### src/sv/hgr_pkg.sv
// Shared types and constants for the homeostatic gain regulator.
// Used by every module of the block; depends on nothing.
package hgr_pkg;

   localparam int HGR_CHAN_DEPTH = 64;

   localparam int CMD_W      = 2;
   localparam int CHAN_W     = 6;
   localparam int DATA_W     = 32;
   localparam int DT_W       = 24;
   localparam int ITC_W      = 24;
   localparam int ACTIVE_W   = 7;
   localparam int INTEG_W    = 48;
   localparam int GAIN_W     = 20;
   localparam int CSR_ADDR_W = 2;
   localparam int CSR_DATA_W = 32;

   localparam int REQ_TDATA_W = 96;   // 94 bits of fields, padded to 12 bytes
   localparam int RSP_TDATA_W = 56;   // 52 bits of fields, padded to 7 bytes

   localparam logic [GAIN_W-1:0]   GAIN_ONE     = 20'd65536;
   localparam logic [GAIN_W-1:0]   GAIN_MIN     = 20'd6554;
   localparam logic [GAIN_W-1:0]   GAIN_MAX     = 20'd655360;
   localparam logic [12:0]         TENTH_Q16    = 13'd6554;
   localparam logic [ITC_W-1:0]    ITC_RESET    = 24'd65536;
   localparam logic [ACTIVE_W-1:0] ACTIVE_RESET = 7'd64;

   // register indexes on the csr port
   localparam logic [CSR_ADDR_W-1:0] CSR_TARGET_LEVEL = 2'd0;
   localparam logic [CSR_ADDR_W-1:0] CSR_INV_TAU      = 2'd1;
   localparam logic [CSR_ADDR_W-1:0] CSR_ACTIVE_CHANS = 2'd2;

   typedef enum logic [1:0] {
      CMD_UPDATE     = 2'd0,
      CMD_APPLY      = 2'd1,
      CMD_RESET_CHAN = 2'd2,
      CMD_RESET_ALL  = 2'd3
   } hgr_cmd_type;

   typedef enum logic [3:0] {
      ST_IDLE,
      ST_READ,
      ST_MUL_ACT,
      ST_SMOOTH,
      ST_MUL_ERR,
      ST_INTEG,
      ST_MUL_GAIN,
      ST_FINISH,
      ST_CLEAR
   } hgr_state_type;

   typedef struct packed {
      logic signed [DATA_W-1:0]  smoothed;
      logic signed [INTEG_W-1:0] integral;
      logic [GAIN_W-1:0]         gain;
   } hgr_entry_type;

   localparam hgr_entry_type ENTRY_RESET = '{smoothed: '0, integral: '0, gain: GAIN_ONE};

   // sequencer view handed to the datapath
   typedef struct packed {
      hgr_state_type state;
      hgr_cmd_type   cmd;
      logic          chan_ok;
      logic          dt_zero;
      logic          accept;
      logic          finish;
   } hgr_ctl_type;

endpackage

### src/sv/hgr_ctrl.sv
// Sequencer: accepts a beat, steps the read-modify-write of one channel,
// runs the clearing sweep and owns the result valid. Depends on hgr_pkg.
module hgr_ctrl import hgr_pkg::*; #(
   parameter int CHAN_DEPTH = HGR_CHAN_DEPTH
) (
   input  logic                  clock,
   input  logic                  reset,
   input  logic                  req_tvalid,
   output logic                  req_tready,
   input  logic [CMD_W-1:0]      req_command,
   input  logic [CHAN_W-1:0]     req_channel,
   input  logic [DT_W-1:0]       req_time_step,
   input  logic [ACTIVE_W-1:0]   active_channels,
   output logic                  rsp_tvalid,
   input  logic                  rsp_tready,
   output hgr_ctl_type           ctl,
   output logic                  tbl_we,
   output logic [((CHAN_DEPTH > 1) ? $clog2(CHAN_DEPTH) : 1)-1:0] tbl_waddr,
   output logic [((CHAN_DEPTH > 1) ? $clog2(CHAN_DEPTH) : 1)-1:0] tbl_raddr
);

   localparam int IDX_W = (CHAN_DEPTH > 1) ? $clog2(CHAN_DEPTH) : 1;
   localparam logic [IDX_W-1:0] LAST_IDX = IDX_W'(CHAN_DEPTH - 1);

   hgr_state_type    state_ff, state_in;
   hgr_cmd_type      cmd_ff, cmd_in, req_cmd;
   logic             chan_ok_ff, chan_ok_in, dtz_ff, dtz_in;
   logic [IDX_W-1:0] idx_ff, idx_in, clr_cnt_ff, clr_cnt_in;
   logic             clr_reply_ff, clr_reply_in;
   logic             rsp_valid_ff, rsp_valid_in;
   logic             accept, finish_go, req_chan_ok, req_dt_zero;

   assign req_cmd     = hgr_cmd_type'(req_command);
   assign req_chan_ok = ({1'b0, req_channel} < active_channels)
                        && (int'(req_channel) < CHAN_DEPTH);
   assign req_dt_zero = (req_time_step == '0);
   assign accept      = req_tvalid && req_tready;

   // next state
   always_comb begin
      state_in = state_ff;
      case (state_ff)
         ST_IDLE: begin
            if (accept) begin
               case (req_cmd)
                  CMD_UPDATE, CMD_APPLY: state_in = req_chan_ok ? ST_READ : ST_FINISH;
                  CMD_RESET_CHAN:        state_in = ST_FINISH;
                  CMD_RESET_ALL:         state_in = ST_CLEAR;
                  default:               state_in = ST_FINISH;
               endcase
            end
         end
         ST_READ:     state_in = ST_MUL_ACT;
         ST_MUL_ACT:  state_in = (cmd_ff == CMD_UPDATE && !dtz_ff) ? ST_SMOOTH : ST_FINISH;
         ST_SMOOTH:   state_in = ST_MUL_ERR;
         ST_MUL_ERR:  state_in = ST_INTEG;
         ST_INTEG:    state_in = ST_MUL_GAIN;
         ST_MUL_GAIN: state_in = ST_FINISH;
         ST_FINISH: begin
            if (finish_go) begin
               state_in = ST_IDLE;
            end
         end
         ST_CLEAR: begin
            if (clr_cnt_ff == LAST_IDX) begin
               state_in = clr_reply_ff ? ST_FINISH : ST_IDLE;
            end
         end
         default: state_in = ST_IDLE;
      endcase
   end

   // outputs and datapath steering
   always_comb begin
      req_tready   = (state_ff == ST_IDLE);
      finish_go    = (state_ff == ST_FINISH) && (!rsp_valid_ff || rsp_tready);
      tbl_we       = (state_ff == ST_CLEAR)
                     || (finish_go && chan_ok_ff
                         && (cmd_ff == CMD_RESET_CHAN
                             || (cmd_ff == CMD_UPDATE && !dtz_ff)));
      tbl_waddr    = (state_ff == ST_CLEAR) ? clr_cnt_ff : idx_ff;
      tbl_raddr    = idx_ff;
      rsp_valid_in = finish_go ? 1'b1 : (rsp_valid_ff && !rsp_tready);
      ctl.state    = state_ff;
      ctl.cmd      = cmd_ff;
      ctl.chan_ok  = chan_ok_ff;
      ctl.dt_zero  = dtz_ff;
      ctl.accept   = accept;
      ctl.finish   = finish_go;
   end

   always_comb begin
      cmd_in       = accept ? req_cmd : cmd_ff;
      chan_ok_in   = accept ? req_chan_ok : chan_ok_ff;
      dtz_in       = accept ? req_dt_zero : dtz_ff;
      idx_in       = accept ? IDX_W'(req_channel) : idx_ff;
      clr_reply_in = accept ? 1'b1 : clr_reply_ff;
      if (accept) begin
         clr_cnt_in = '0;
      end else if (state_ff == ST_CLEAR) begin
         clr_cnt_in = clr_cnt_ff + 1'b1;
      end else begin
         clr_cnt_in = clr_cnt_ff;
      end
   end

   always_ff @(posedge clock) begin
      if (reset) begin
         state_ff     <= ST_CLEAR;
         clr_cnt_ff   <= '0;
         clr_reply_ff <= 1'b0;
         rsp_valid_ff <= 1'b0;
      end else begin
         state_ff     <= state_in;
         clr_cnt_ff   <= clr_cnt_in;
         clr_reply_ff <= clr_reply_in;
         rsp_valid_ff <= rsp_valid_in;
      end
   end

   always_ff @(posedge clock) begin
      cmd_ff     <= cmd_in;
      chan_ok_ff <= chan_ok_in;
      dtz_ff     <= dtz_in;
      idx_ff     <= idx_in;
   end

   assign rsp_tvalid = rsp_valid_ff;

endmodule

### config.mk
export PLATFORM = sky130hd
export DESIGN_NAME = hgr_ctrl
export DESIGN_NICKNAME = d
export VERILOG_FILES = /design/src/sv/hgr_pkg.sv /design/src/sv/hgr_ctrl.sv
export SDC_FILE = /design/constraint.sdc
export NUM_CORES = 1
export LEC_CHECK = 0
export ABC_AREA = 1
export BUFFER_PORTS_ARGS = -buffer_cell sky130_fd_sc_hd__buf_4
export CORE_MARGIN = 2
export CORE_UTILIZATION = 35
export CTS_CLUSTER_DIAMETER = 120
export DETAILED_ROUTE_END_ITERATION = 10
export HOLD_SLACK_MARGIN = 0.1
export PLACE_DENSITY = 0.67
export SYNTH_ARGS = -nofsm -noshare
export SYNTH_HDL_FRONTEND = slang
export SYNTH_SLANG_ARGS = --single-unit
### constraint.sdc
create_clock -name clock -period 1.2 [get_ports clock]
set_input_delay 0.18 -clock clock [delete_from_list [all_inputs] [get_ports clock]]
set_output_delay 0.18 -clock clock [all_outputs]
set_load 0.005 [all_outputs]
==> results.md <==
- Max_cap viols: 0
- Post-Route WL: 3730 um
- CP required: 1020 ps
- Sequential element share of the synthesized area: 41.3%
- Leakage: 1.17 nW
- Final Hold Fails: 0
- Internal: 1.17 mW
- Setup violators final: 31
- Total grt overflow: 0
- Sequential fraction of design power: 52.0%
- First-pass GRT wire length: 5540 um
- Hold EP: cmd_ff[0]
- Final Net Count: 330
- NetSw: 0.342 mW
- Synth top area share: 23.0%
- Met2 usage: 29.1%
- Commonest non-fill, non-tap cells in the layout: buf_4, inv_1, nand2_1
- Clock buffer count from CTS: 3
- Status: complete, but fails checks
- Starting DRT DRC Count: 37
- Worst min-delay path class: primary input to flip-flop
- Setup crit end kind: primary output
- Detail Route Antenna Nets: 0
- Post-synth top area cell: edfxtp_1
- Share of cells above drive strength 1: 56.4%
- # port buffers: 67
- Residual DRC: 0
- Worst hold start: req_command[0]
- Worst EP arrival: 1410 ps
- Critical R2R Capture: tbl_raddr[0]
- Min cycle time layout: 1590 ps
- CTS tree: built
- DR pass1 iterations: 4
- Synth Instances: 170
- Combinational power share: 17.4%
- Largest net degree at the start of global routing: 13
- CP peak stage delay: 360 ps
- Multi-input logic area: 786 sq um
- Clock Power Share: 30.5%
- Synth Register Bits: 22
- Failing checks: negative setup slack
- Power density over the cells: 606 nW/um^2
- Syn Area/Cell: 7.69 sq um
- Unrepaired setup endpoints after global routing: yes
- Commonest non-fill, non-tap cell in the layout: buf_4
- Worst-Margin Slew: 257 ps
- Die H: 65.1 um
- Setup slack, reg-to-reg: -340 ps
- Hold depth: 1
- Via count of the first global-routing pass: 1322
- CP Launch Type: flip-flop
- GRT busiest layer: met2
- CP max stage cell: dfxtp_4
- Rel. slew slack: 82.7%
- Clock root cell: clkbuf_8
- Maximum fanout along the worst path: 4
- Area grow syn2layout: 91.2%
- R2r worst-path depth: 9
- Worst setup margin: -387 ps
- Global-route usage over all layers: 16.5%
- Placeable Area: 3630 sq um
- Worst vdd ir: 0.375 mV
- WL/cell: 11.4 um
- Via count: 1518
- Max clock buf depth: 2
- H-tree depth: 1
- Grt met1 use: 19.6%
- CP Class: flip-flop to primary output
- Initial antenna violation count: 0
- Post-synth net total: 219
- Core Util, Final: 68.8%
- Reg-to-Reg Start: state_ff[2]
- CP dominant cell by count: buf_6
- Distinct cells, synth: 31
- Sw Ratio: 22.6%
- Register area: 557 sq um
- Final Max Tran Viols: 0
- Die Area: 4240 sq um
- Ys async rst share: 0%
- Clk_skew: 0.806 ps
- Dpl cells: 299
- Chip width: 65.1 um
- Placer Congestion: 0.805
- Starting density of the core: 36.0%
- Clock transition at path regs: 80 ps
- Max Fclk: 0.630 GHz
- Skew-Pair Late Insertion Delay: 260 ps
- Ys Warns: 0
- Finished Layout Cells: 328
- Hpwl dp: 2510 um
- GR Util met3: 2.74%
- Post-synth EDFFs: 10
- # diodes: 0
- Ports: 68
- Cell area after synthesis: 1310 sq um
- Ys flop type: dfxtp_1
- Top post-synthesis cells by area: edfxtp_1, dfxtp_1, nand2_1
- Row count: 22
- Post-DR vias/cell: 4.63
- Filler cell count: 303
- Final period util: 132%
- CP Cell Sequence: buf_4 > buf_6 > nor2_4 > nand2_2 > inv_2 > nand2_4 > clkinvlp_4 > buf_6
- CTS Sinks: 22
==> worst max-delay path by stage <==
stage                               from      endpoint  slack [ps]  cells past startpoint
after CTS                    state_ff[2]        tbl_we        -320                      7
final                        state_ff[2]        ctl[1]        -390                      8
after global placement    req_channel[4]   state_ff[2]        -130                     10
after detailed placement  req_channel[4]   state_ff[1]        -160                     10
after floorplan              state_ff[2]  tbl_waddr[1]          -3                      5
after global routing         state_ff[2]        ctl[1]        -450                      8
==> flip-flops by register name, indices dropped and copies added, names as in the netlist <==
| signal | count |
|---|---|
| chan_ok_ff | 1 |
| dtz_ff | 1 |
| cmd_ff | 2 |
| clr_cnt_ff | 6 |
| rsp_tvalid | 1 |
| state_ff | 4 |
| clr_reply_ff | 1 |
| tbl_raddr | 6 |
==> cells by family after synthesis <==
| family | after synthesis | share of synthesized area (%) |
|---|---|---|
| compound gates | 22 | 9.86 |
| fa+ha+maj | 6 | 5.74 |
| flops | 22 | 41.3 |
| xor+xnor | 2 | 1.34 |
| buf+inv | 37 | 12.4 |
| simple gates | 81 | 29.3 |
==> synthesized netlist by cell type (4+ instances only) <==
master	count
a21oi_1	11
buf_4	4
dfxtp_1	12
edfxtp_1	10
ha_1	6
inv_1	29
nand2_1	34
nand3_1	7
nor2_1	18
nor3_1	4
nor4_1	6
o21ai_0	6
==> per-stage QoR <==
stage | power, mW | cell area, sq um | setup TNS (ps) | setup slack (ps) | hold slack (ps)
after CTS | 1.49 | 2240 | -5260 | -317 | 104
after global placement | 1.03 | 2010 | -1090 | -132 | 370
after detailed placement | 1.03 | 2010 | -1320 | -158 | 371
after floorplan | 0.880 | 1340 | -16.1 | -3.32 | 239
final | 1.52 | 2500 | -8380 | -387 | 105
after global routing | 1.58 | 2500 | -10490 | -454 | 103
==> routing by layer <==
| metal | routed length (um) | part of all wire [%] | vias to the layer above |
|---|---|---|---|
| li1 | - | - | 769 |
| met5 | 0 | 0 | - |
| met1 | 1400 | 38 | 686 |
| met3 | 199 | 5.3 | 8 |
| met2 | 2020 | 54 | 55 |
| met4 | 101 | 2.7 | 0 |
==> final cells by class <==
type / count / share of cell area, %
flip-flops and latches: 22 / 22.3
repair buffers: 112 / 37.2
clock inverters: 1 / 0.150
multi-input cells: 111 / 31.4
well taps: 48 / 2.40
clock buffers: 3 / 1.65
inverters: 31 / 4.90
==> power by group through the flow <==
stage	Clock [mW]	Combinational (mW)	Sequential (mW)
after floorplan	0	0.0720	0.808
after global placement	0	0.218	0.808
after detailed placement	0	0.221	0.809
after CTS	0.466	0.237	0.788
after global routing	0.502	0.292	0.789
final	0.462	0.264	0.789
==> worst max-delay path, delay by kind of cell (launching register included) <==
family                 cells  cell delay [ps]
buffers and inverters      5              530
DFF                        1              360
and+or+nand+nor            3              260
==> timing repair <==
action	in CTS	in global routing
hold buffers	0	4
buffers inserted	10	11
endpoints found under the hold margin	0	4
resized for setup	36	40
pin swaps	5	16
setup endpoints to repair	29	32
gates cloned	2	0
Note: power is estimated with default switching activity, not from simulation.
